===== config.mk =====
export PLATFORM = sky130hd
export DESIGN_NAME = gregorian_date_step_and_diff
export DESIGN_NICKNAME = d
export VERILOG_FILES = /design/src/rtl/gdsd_pkg.sv /design/src/rtl/gregorian_date_step_and_diff.sv /design/src/rtl/gdsd_ctrl.sv /design/src/rtl/gdsd_dp.sv
export SDC_FILE = /design/constraint.sdc
export NUM_CORES = 1
export LEC_CHECK = 0
export ABC_AREA = 1
export CORE_MARGIN = 5
export CORE_UTILIZATION = 30
export CTS_CLUSTER_DIAMETER = 40
export DETAILED_ROUTE_END_ITERATION = 8
export DONT_BUFFER_PORTS = 1
export GPL_TIMING_DRIVEN = 0
export SYNTH_ARGS = -nofsm -noshare
export SYNTH_HDL_FRONTEND = slang
export SYNTH_SLANG_ARGS = --single-unit

===== constraint.sdc =====
create_clock -name clk -period 13.1 [get_ports clk]
set_input_delay 0.655 -clock clk [delete_from_list [all_inputs] [get_ports clk]]
set_output_delay 0.655 -clock clk [all_outputs]
set_load 0.1 [all_outputs]

===== src/rtl/gdsd_pkg.sv =====
// ----------------------------------------------------------------------------
// gdsd_pkg
// Shared types, step codes and calendar helper functions.
// ----------------------------------------------------------------------------
package gdsd_pkg;

	localparam int DN_W = 23;
	localparam int CNT_W = 22;
	localparam logic [13:0] YEAR_MAX = 14'd9999;
	localparam logic [2:0] WDAY_SUN = 3'd6;

	localparam logic [2:0] STEP_NONE = 3'd0;
	localparam logic [2:0] STEP_Q0 = 3'd1;
	localparam logic [2:0] STEP_Q1 = 3'd2;
	localparam logic [2:0] STEP_Q2 = 3'd3;
	localparam logic [2:0] STEP_Q3 = 3'd4;
	localparam logic [2:0] STEP_ADV = 3'd5;
	localparam logic [2:0] STEP_DIFF = 3'd6;

	localparam logic [3:0] MON_JAN = 4'd1;
	localparam logic [3:0] MON_FEB = 4'd2;
	localparam logic [3:0] MON_DEC = 4'd12;

	typedef struct packed {
		logic load;
		logic sel_b;
		logic [2:0] step;
	} dp_cmd_t;

	typedef struct packed {
		logic op;
	} dp_stat_t;

	// floor(x / 100), exact for x below 25600
	function automatic logic [7:0] div100(input logic [14:0] x);
		logic [27:0] p;
		p = 28'(x) * 28'd5243;
		return p[26:19];
	endfunction

	function automatic logic [4:0] month_len(input logic [3:0] m, input logic leap);
		logic [4:0] r;
		case (m)
			4'd1, 4'd3, 4'd5, 4'd7, 4'd8, 4'd10, 4'd12: r = 5'd31;
			4'd4, 4'd6, 4'd9, 4'd11: r = 5'd30;
			4'd2: r = leap ? 5'd29 : 5'd28;
			default: r = 5'd0;
		endcase
		return r;
	endfunction

	function automatic logic [8:0] days_before(input logic [3:0] m);
		logic [8:0] r;
		case (m)
			4'd2: r = 9'd31;
			4'd3: r = 9'd59;
			4'd4: r = 9'd90;
			4'd5: r = 9'd120;
			4'd6: r = 9'd151;
			4'd7: r = 9'd181;
			4'd8: r = 9'd212;
			4'd9: r = 9'd243;
			4'd10: r = 9'd273;
			4'd11: r = 9'd304;
			4'd12: r = 9'd334;
			default: r = 9'd0;
		endcase
		return r;
	endfunction

endpackage


===== src/rtl/gregorian_date_step_and_diff.sv =====
// ----------------------------------------------------------------------------
// gregorian_date_step_and_diff
// Gregorian date stepper (opcode 0) and day counter between two dates
// (opcode 1). A request is taken when start is high and busy is low. The
// result appears for one cycle with done high and cannot be held off, so
// it must be captured then. Advance: busy through states A0, A1 and ADV;
// the result is registered when ADV ends and done is high in the cycle
// after it. Count: busy through A0 to A3, B0 to B3 and DIFF; the result
// is registered when DIFF ends. Each date is turned into a
// day number over four steps that share one divide-by-100 multiplier, then
// one subtract. A new request may be issued in the cycle that done is high.
// ----------------------------------------------------------------------------
module gregorian_date_step_and_diff (
	input  logic        clk,
	input  logic        arst_n,
	input  logic        start,
	output logic        busy,
	input  logic        opcode,
	input  logic [4:0]  day_a,
	input  logic [3:0]  month_a,
	input  logic [13:0] year_a,
	input  logic [2:0]  weekday_a,
	input  logic [4:0]  day_b,
	input  logic [3:0]  month_b,
	input  logic [13:0] year_b,
	output logic        done,
	output logic [4:0]  next_day,
	output logic [3:0]  next_month,
	output logic [13:0] next_year,
	output logic [2:0]  next_weekday,
	output logic [21:0] day_count,
	output logic        overflow
);
	import gdsd_pkg::*;

	dp_cmd_t  cmd;
	dp_stat_t stat;

	gdsd_ctrl u_ctrl (
		.clk    (clk),
		.arst_n (arst_n),
		.start  (start),
		.stat   (stat),
		.busy   (busy),
		.cmd    (cmd)
	);

	gdsd_dp u_dp (
		.clk          (clk),
		.arst_n       (arst_n),
		.cmd          (cmd),
		.stat         (stat),
		.opcode       (opcode),
		.day_a        (day_a),
		.month_a      (month_a),
		.year_a       (year_a),
		.weekday_a    (weekday_a),
		.day_b        (day_b),
		.month_b      (month_b),
		.year_b       (year_b),
		.next_day     (next_day),
		.next_month   (next_month),
		.next_year    (next_year),
		.next_weekday (next_weekday),
		.day_count    (day_count),
		.overflow     (overflow),
		.done         (done)
	);

endmodule


===== src/rtl/gdsd_ctrl.sv =====
// ----------------------------------------------------------------------------
// gdsd_ctrl
// Sequencer: issues datapath steps for advance and day count requests.
// ----------------------------------------------------------------------------
module gdsd_ctrl (
	input  logic               clk,
	input  logic               arst_n,
	input  logic               start,
	input  gdsd_pkg::dp_stat_t stat,
	output logic               busy,
	output gdsd_pkg::dp_cmd_t  cmd
);
	import gdsd_pkg::*;

	localparam logic [3:0] ST_IDLE = 4'd0;
	localparam logic [3:0] ST_A0 = 4'd1;
	localparam logic [3:0] ST_A1 = 4'd2;
	localparam logic [3:0] ST_A2 = 4'd3;
	localparam logic [3:0] ST_A3 = 4'd4;
	localparam logic [3:0] ST_B0 = 4'd5;
	localparam logic [3:0] ST_B1 = 4'd6;
	localparam logic [3:0] ST_B2 = 4'd7;
	localparam logic [3:0] ST_B3 = 4'd8;
	localparam logic [3:0] ST_ADV = 4'd9;
	localparam logic [3:0] ST_DIFF = 4'd10;

	logic [3:0] state_q;
	logic [3:0] state_nxt;

	assign busy = (state_q != ST_IDLE);

	always_comb begin
		state_nxt = state_q;
		cmd.load = 1'b0;
		cmd.sel_b = 1'b0;
		cmd.step = STEP_NONE;
		case (state_q)
			ST_IDLE: begin
				if (start) begin
					cmd.load = 1'b1;
					state_nxt = ST_A0;
				end
			end
			ST_A0: begin
				cmd.step = STEP_Q0;
				state_nxt = ST_A1;
			end
			ST_A1: begin
				cmd.step = STEP_Q1;
				state_nxt = stat.op ? ST_A2 : ST_ADV;
			end
			ST_A2: begin
				cmd.step = STEP_Q2;
				state_nxt = ST_A3;
			end
			ST_A3: begin
				cmd.step = STEP_Q3;
				state_nxt = ST_B0;
			end
			ST_B0: begin
				cmd.step = STEP_Q0;
				cmd.sel_b = 1'b1;
				state_nxt = ST_B1;
			end
			ST_B1: begin
				cmd.step = STEP_Q1;
				cmd.sel_b = 1'b1;
				state_nxt = ST_B2;
			end
			ST_B2: begin
				cmd.step = STEP_Q2;
				cmd.sel_b = 1'b1;
				state_nxt = ST_B3;
			end
			ST_B3: begin
				cmd.step = STEP_Q3;
				cmd.sel_b = 1'b1;
				state_nxt = ST_DIFF;
			end
			ST_ADV: begin
				cmd.step = STEP_ADV;
				state_nxt = ST_IDLE;
			end
			ST_DIFF: begin
				cmd.step = STEP_DIFF;
				state_nxt = ST_IDLE;
			end
			default: begin
				state_nxt = ST_IDLE;
			end
		endcase
	end

	always_ff @(posedge clk or negedge arst_n) begin
		if (!arst_n) begin
			state_q <= ST_IDLE;
		end else begin
			state_q <= state_nxt;
		end
	end

endmodule


===== src/rtl/gdsd_dp.sv =====
// ----------------------------------------------------------------------------
// gdsd_dp
// Datapath: operand capture, day number build with a shared divide by 100,
// next-date logic and result registers.
// ----------------------------------------------------------------------------
module gdsd_dp (
	input  logic               clk,
	input  logic               arst_n,
	input  gdsd_pkg::dp_cmd_t  cmd,
	output gdsd_pkg::dp_stat_t stat,
	input  logic               opcode,
	input  logic [4:0]         day_a,
	input  logic [3:0]         month_a,
	input  logic [13:0]        year_a,
	input  logic [2:0]         weekday_a,
	input  logic [4:0]         day_b,
	input  logic [3:0]         month_b,
	input  logic [13:0]        year_b,
	output logic [4:0]         next_day,
	output logic [3:0]         next_month,
	output logic [13:0]        next_year,
	output logic [2:0]         next_weekday,
	output logic [21:0]        day_count,
	output logic               overflow,
	output logic               done
);
	import gdsd_pkg::*;

	logic            op_q;
	logic [4:0]      da_q, db_q;
	logic [3:0]      ma_q, mb_q;
	logic [13:0]     ya_q, yb_q;
	logic [2:0]      wa_q;
	logic            a_first_q;
	logic [7:0]      r0_q, r1_q;
	logic [7:0]      r2_q;
	logic            leap_q;
	logic [DN_W-1:0] base_q;
	logic [DN_W-1:0] dn_a_q, dn_b_q;

	logic [4:0]      nd_q;
	logic [3:0]      nm_q;
	logic [13:0]     ny_q;
	logic [2:0]      nw_q;
	logic [CNT_W-1:0] cnt_q;
	logic            ov_q;
	logic            done_q;

	logic [13:0]     y_s;
	logic [3:0]      m_s, mc;
	logic [4:0]      d_s;
	logic [14:0]     div_in;
	logic [7:0]      quo;
	logic [14:0]     hund;
	logic            c100, leap_c;
	logic            a_first_c;
	logic [4:0]      len_a;
	logic [DN_W-1:0] hi, lo;
	logic [DN_W:0]   diff;
	logic [CNT_W-1:0] cnt_c;

	assign stat.op = op_q;

	assign y_s = cmd.sel_b ? yb_q : ya_q;
	assign m_s = cmd.sel_b ? mb_q : ma_q;
	assign d_s = cmd.sel_b ? db_q : da_q;

	always_comb begin
		if (m_s < MON_JAN) begin
			mc = MON_JAN;
		end else if (m_s > MON_DEC) begin
			mc = MON_DEC;
		end else begin
			mc = m_s;
		end
	end

	always_comb begin
		case (cmd.step)
			STEP_Q1: div_in = 15'(y_s) + 15'd99;
			STEP_Q2: div_in = 15'((15'(y_s) + 15'd399) >> 2);
			default: div_in = 15'(y_s);
		endcase
	end

	assign quo = div100(div_in);

	// leap from y / 100 held in r0_q
	assign hund = 15'(r0_q) * 15'd100;
	assign c100 = (hund == 15'(y_s));
	assign leap_c = ((y_s[1:0] == 2'd0) && !c100) || (c100 && (r0_q[1:0] == 2'd0));

	always_comb begin
		if (year_a != year_b) begin
			a_first_c = (year_a < year_b);
		end else if (month_a != month_b) begin
			a_first_c = (month_a < month_b);
		end else begin
			a_first_c = (day_a <= day_b);
		end
	end

	assign len_a = month_len(ma_q, leap_q);

	assign hi = a_first_q ? dn_b_q : dn_a_q;
	assign lo = a_first_q ? dn_a_q : dn_b_q;
	assign diff = {1'b0, hi} - {1'b0, lo};

	always_comb begin
		if (diff[DN_W]) begin
			cnt_c = '0;
		end else if (diff[DN_W-1]) begin
			cnt_c = '1;
		end else begin
			cnt_c = diff[CNT_W-1:0];
		end
	end

	always_ff @(posedge clk) begin
		if (cmd.load) begin
			op_q <= opcode;
			da_q <= day_a;
			ma_q <= month_a;
			ya_q <= year_a;
			wa_q <= weekday_a;
			db_q <= day_b;
			mb_q <= month_b;
			yb_q <= year_b;
			a_first_q <= a_first_c;
		end
		case (cmd.step)
			STEP_Q0: begin
				r0_q <= quo;
				base_q <= DN_W'(y_s) * DN_W'(365) + DN_W'((15'(y_s) + 15'd3) >> 2);
			end
			STEP_Q1: begin
				r1_q <= quo;
				leap_q <= leap_c;
			end
			STEP_Q2: begin
				r2_q <= quo;
				base_q <= base_q - DN_W'(r1_q) + DN_W'(days_before(mc))
					+ DN_W'(leap_q && (mc > MON_FEB)) + DN_W'(d_s);
			end
			STEP_Q3: begin
				if (cmd.sel_b) begin
					dn_b_q <= base_q + DN_W'(r2_q);
				end else begin
					dn_a_q <= base_q + DN_W'(r2_q);
				end
			end
			STEP_ADV: begin
				nw_q <= (wa_q >= WDAY_SUN) ? 3'd0 : wa_q + 3'd1;
				cnt_q <= '0;
				ov_q <= 1'b0;
				nm_q <= ma_q;
				ny_q <= ya_q;
				if (da_q < len_a) begin
					nd_q <= da_q + 5'd1;
				end else begin
					nd_q <= 5'd1;
					if (ma_q >= MON_DEC) begin
						nm_q <= MON_JAN;
						if (ya_q >= YEAR_MAX) begin
							ov_q <= 1'b1;
							ny_q <= YEAR_MAX;
						end else begin
							ny_q <= ya_q + 14'd1;
						end
					end else begin
						nm_q <= ma_q + 4'd1;
					end
				end
			end
			STEP_DIFF: begin
				nd_q <= '0;
				nm_q <= '0;
				ny_q <= '0;
				nw_q <= '0;
				ov_q <= 1'b0;
				cnt_q <= cnt_c;
			end
			default: begin
			end
		endcase
	end

	always_ff @(posedge clk or negedge arst_n) begin
		if (!arst_n) begin
			done_q <= 1'b0;
		end else begin
			done_q <= (cmd.step == STEP_ADV) || (cmd.step == STEP_DIFF);
		end
	end

	assign next_day = nd_q;
	assign next_month = nm_q;
	assign next_year = ny_q;
	assign next_weekday = nw_q;
	assign day_count = cnt_q;
	assign overflow = ov_q;
	assign done = done_q;

endmodule


==> impl_metrics.yaml <==
clock_tree:
  clock_path_buffers: 2
  htree_levels: 4
  cts_buffers: 17
  clk_pin_slew_ps: 80
  cts_hold_buffers: 1
  clkLatencyLatePin_ps: 460
  cts_sinks: 199
  post-cts-setup-buffers: 0
  cts_tree: "built"
  cts_resized: 0
  cts_root_buffer: "clkbuf_16"
placement:
  hpwl_mm: 46.6
  place.gp.congestion: 0.926
  io_buffers: 0
floorplanning:
  die_y_um: 280
  rows: 98
  die_area_um2: 78200
  core_um2: 71700
  ios: 104
  start_util_pct: 30.4
  die_w_um: 280
detailed_routing:
  drc: 0
  drtIter0Drc: 1134
  drt-total-wl_mm: 54.5
  dr.pass1.iters: 5
  routedWlPerCell_um: 15.4
  vias: 16757
  viasPerCell: 4.75
  final_antenna_net_count: 0
logic_synthesis:
  synth_enable_flop_cells: 194
  synth_area_per_cell_um2: 8.58
  seq_area_frac_synth_pct: 27.3
  syn-num-nets: 3051
  ys.flop_type: "edfxtp_1"
  synth_seq_cells: 199
  synth_top_cell_by_area: "edfxtp_1"
  synth.yosys.warnings: 0
  yosys-top-cells-area: "edfxtp_1, ha_1, fa_1, inv_1, nand2_1"
  syn-cell-area_um2: 21800
  synth.distinct_cells: 64
  synthArstFlopShare_pct: 2.51
  synth_top_area_share_pct: 26.7
  synthCells: 2540
finish:
  num_antenna_cells: 0
  final_nets: 3078
  area.growth.synth_to_final_pct: 8.64
  layout-drive-gt1-share_pct: 5.78
global_routing:
  grt_start_max_net_pins: 35
  grt_pass1_vias: 16706
  grt_util_all_layers_pct: 13.9
  grt_pass1_wl_mm: 88.3
  grt_overflow_total: 0
  antenna_found_initial: 1
critical_path:
  crit_path_max_incr_delay_ps: 690
  worstPathArrival_ps: 8410
  start_kind: "register"
  critPathMaxFanout: 24
  required_ps: 13250
  crit_top_cell: "nand2_1"
  end_kind: "register"
  crit_type: "reg -> reg"
  reg2reg_slack_ps: 4840
  cpMaxStageDelayCell: "nor2_4"
sta:
  setup-tns-final_ps: 0
  hold_viol_final: 0
  max_freq_mhz: 121
  period_minus_slack_ps: 8260
  slew_headroom_pct: 12.2
  min_period_over_period_pct: 63.0
  finClkSkew_ps: 14.3
  finalSetupViolCount: 0
  worst_pin_slew_ps: 1310
  rsz0062_at_grt: "no"
  drv_slew: 0
hold_path:
  hold_class: "in -> reg"
run_status:
  status: "finished clean"
job:
  max_cap_viol_count: 0
-- flip-flops by register name, indices dropped and copies added (netlist names), 3 cells and up --
| signal | flops |
|---|---|
| u_dp.ya_q | 14 |
| u_ctrl.state_q | 4 |
| u_dp.day_count | 22 |
| u_dp.next_weekday | 3 |
| u_dp.next_day | 5 |
| u_dp.yb_q | 14 |
| u_dp.r0_q | 8 |
| u_dp.base_q | 23 |
| u_dp.dn_a_q | 23 |
| u_dp.da_q | 5 |
| u_dp.mb_q | 4 |
| u_dp.r1_q | 8 |
| u_dp.next_year | 14 |
| u_dp.ma_q | 4 |
| u_dp.wa_q | 3 |
| u_dp.next_month | 4 |
| u_dp.r2_q | 8 |
| u_dp.db_q | 5 |
| u_dp.dn_b_q | 23 |
-- synthesized netlist by cell type, types with 7 or more instances --
| cell type | count |
|---|---|
| a21o_1 | 13 |
| a21oi_1 | 152 |
| a31oi_1 | 19 |
| clkbuf_1 | 18 |
| edfxtp_1 | 194 |
| fa_1 | 138 |
| ha_1 | 320 |
| inv_1 | 514 |
| inv_2 | 10 |
| nand2_1 | 396 |
| nand2_2 | 28 |
| nand2_4 | 8 |
| nand3_1 | 105 |
| nand3_2 | 8 |
| nand4_1 | 31 |
| nor2_1 | 140 |
| nor2_2 | 9 |
| nor2_4 | 7 |
| nor3_1 | 23 |
| nor4_1 | 9 |
| o21ai_0 | 182 |
| o21ai_1 | 14 |
| o21bai_1 | 12 |
| xnor2_1 | 25 |
| xor2_1 | 75 |
-- per-layer routing --
layer,wire [µm],global-route usage [%],vias up
li1,-,-,8430
met1,25100,18.5,7924
met2,26200,24.0,336
met3,2100,1.65,67
met4,1110,3.57,0
met5,0,0,-
-- cell families after synthesis --
family | synth area share (%)
xor+xnor | 4.02
buf+inv | 9.94
flops | 27.3
mux | 0.207
simple gates | 16.2
compound gates | 11.3
fa+ha+maj | 31.0
-- stage by stage --
stage / std cells / hold WS, ps / setup slack (ps) / utilization, % / area (µm²)
global placement: 3490 / 360 / 4520 / 32.0 / 23000
floorplan: 2540 / 359 / 6280 / - / 21800
detailed placement: 3497 / 360 / 4930 / 32.2 / 23100
finish: 3530 / 280 / 4840 / 33.0 / 23700
CTS: 3530 / 255 / 4880 / 33.0 / 23700
global route: 3530 / 252 / 4320 / 33.0 / 23700
-- final cells by class --
class                           instances  area [µm²]
Tap cell                              950        1190
Multi-Input combinational cell       1782       13700
Buffer                                 31         176
Clock inverter                         15         145
Inverter                              528        1990
Sequential cell                       199        5950
Fill cell                            7541       48000
Timing Repair Buffer                    8         101
Clock buffer                           17         425
-- final timing paths --
path / to / start / cells past startpoint
max: u_dp.r2_q[4] / u_ctrl.state_q[3] / 34
min: u_dp.stat / opcode / 0
max reg2reg: u_dp.r2_q[4] / u_ctrl.state_q[3] / 34
min reg2reg: u_ctrl.state_q[3] / u_dp.stat / 1
max in group asynchronous: u_dp.done / arst_n / 1
min in group asynchronous: u_ctrl.state_q[3] / arst_n / 1
-- layout by cell type, fill, tap and decap left out, types with 5 or more instances in the layout --
cell and count:
a21o_1 13, a21oi_1 151, a31oi_1 19, buf_4 5
buf_6 7, clkbuf_1 18, clkbuf_16 17, dfrtp_1 5
edfxtp_1 194, fa_1 138, ha_1 320, inv_1 514
inv_2 10, nand2_1 396, nand2_2 28, nand2_4 8
nand3_1 105, nand3_2 8, nand4_1 31, nor2_1 138
nor2_2 9, nor2_4 9, nor3_1 22, nor4_1 9
o211ai_1 6, o21ai_0 182, o21ai_1 14, o21bai_1 12
xnor2_1 25, xor2_1 75
-- worst max-delay path, delay by kind of cell (launching register included) --
kind	cells	cell delay, ps
fa+ha+maj	7	3060
simple gates	18	3030
xor+xnor	1	670
buf+inv	6	600
flops	1	340
compound gates	2	210
Power is left out: the tool's default activity adds up to more than one toggle a clock period on the data nets, which glitch-free logic cannot reach.
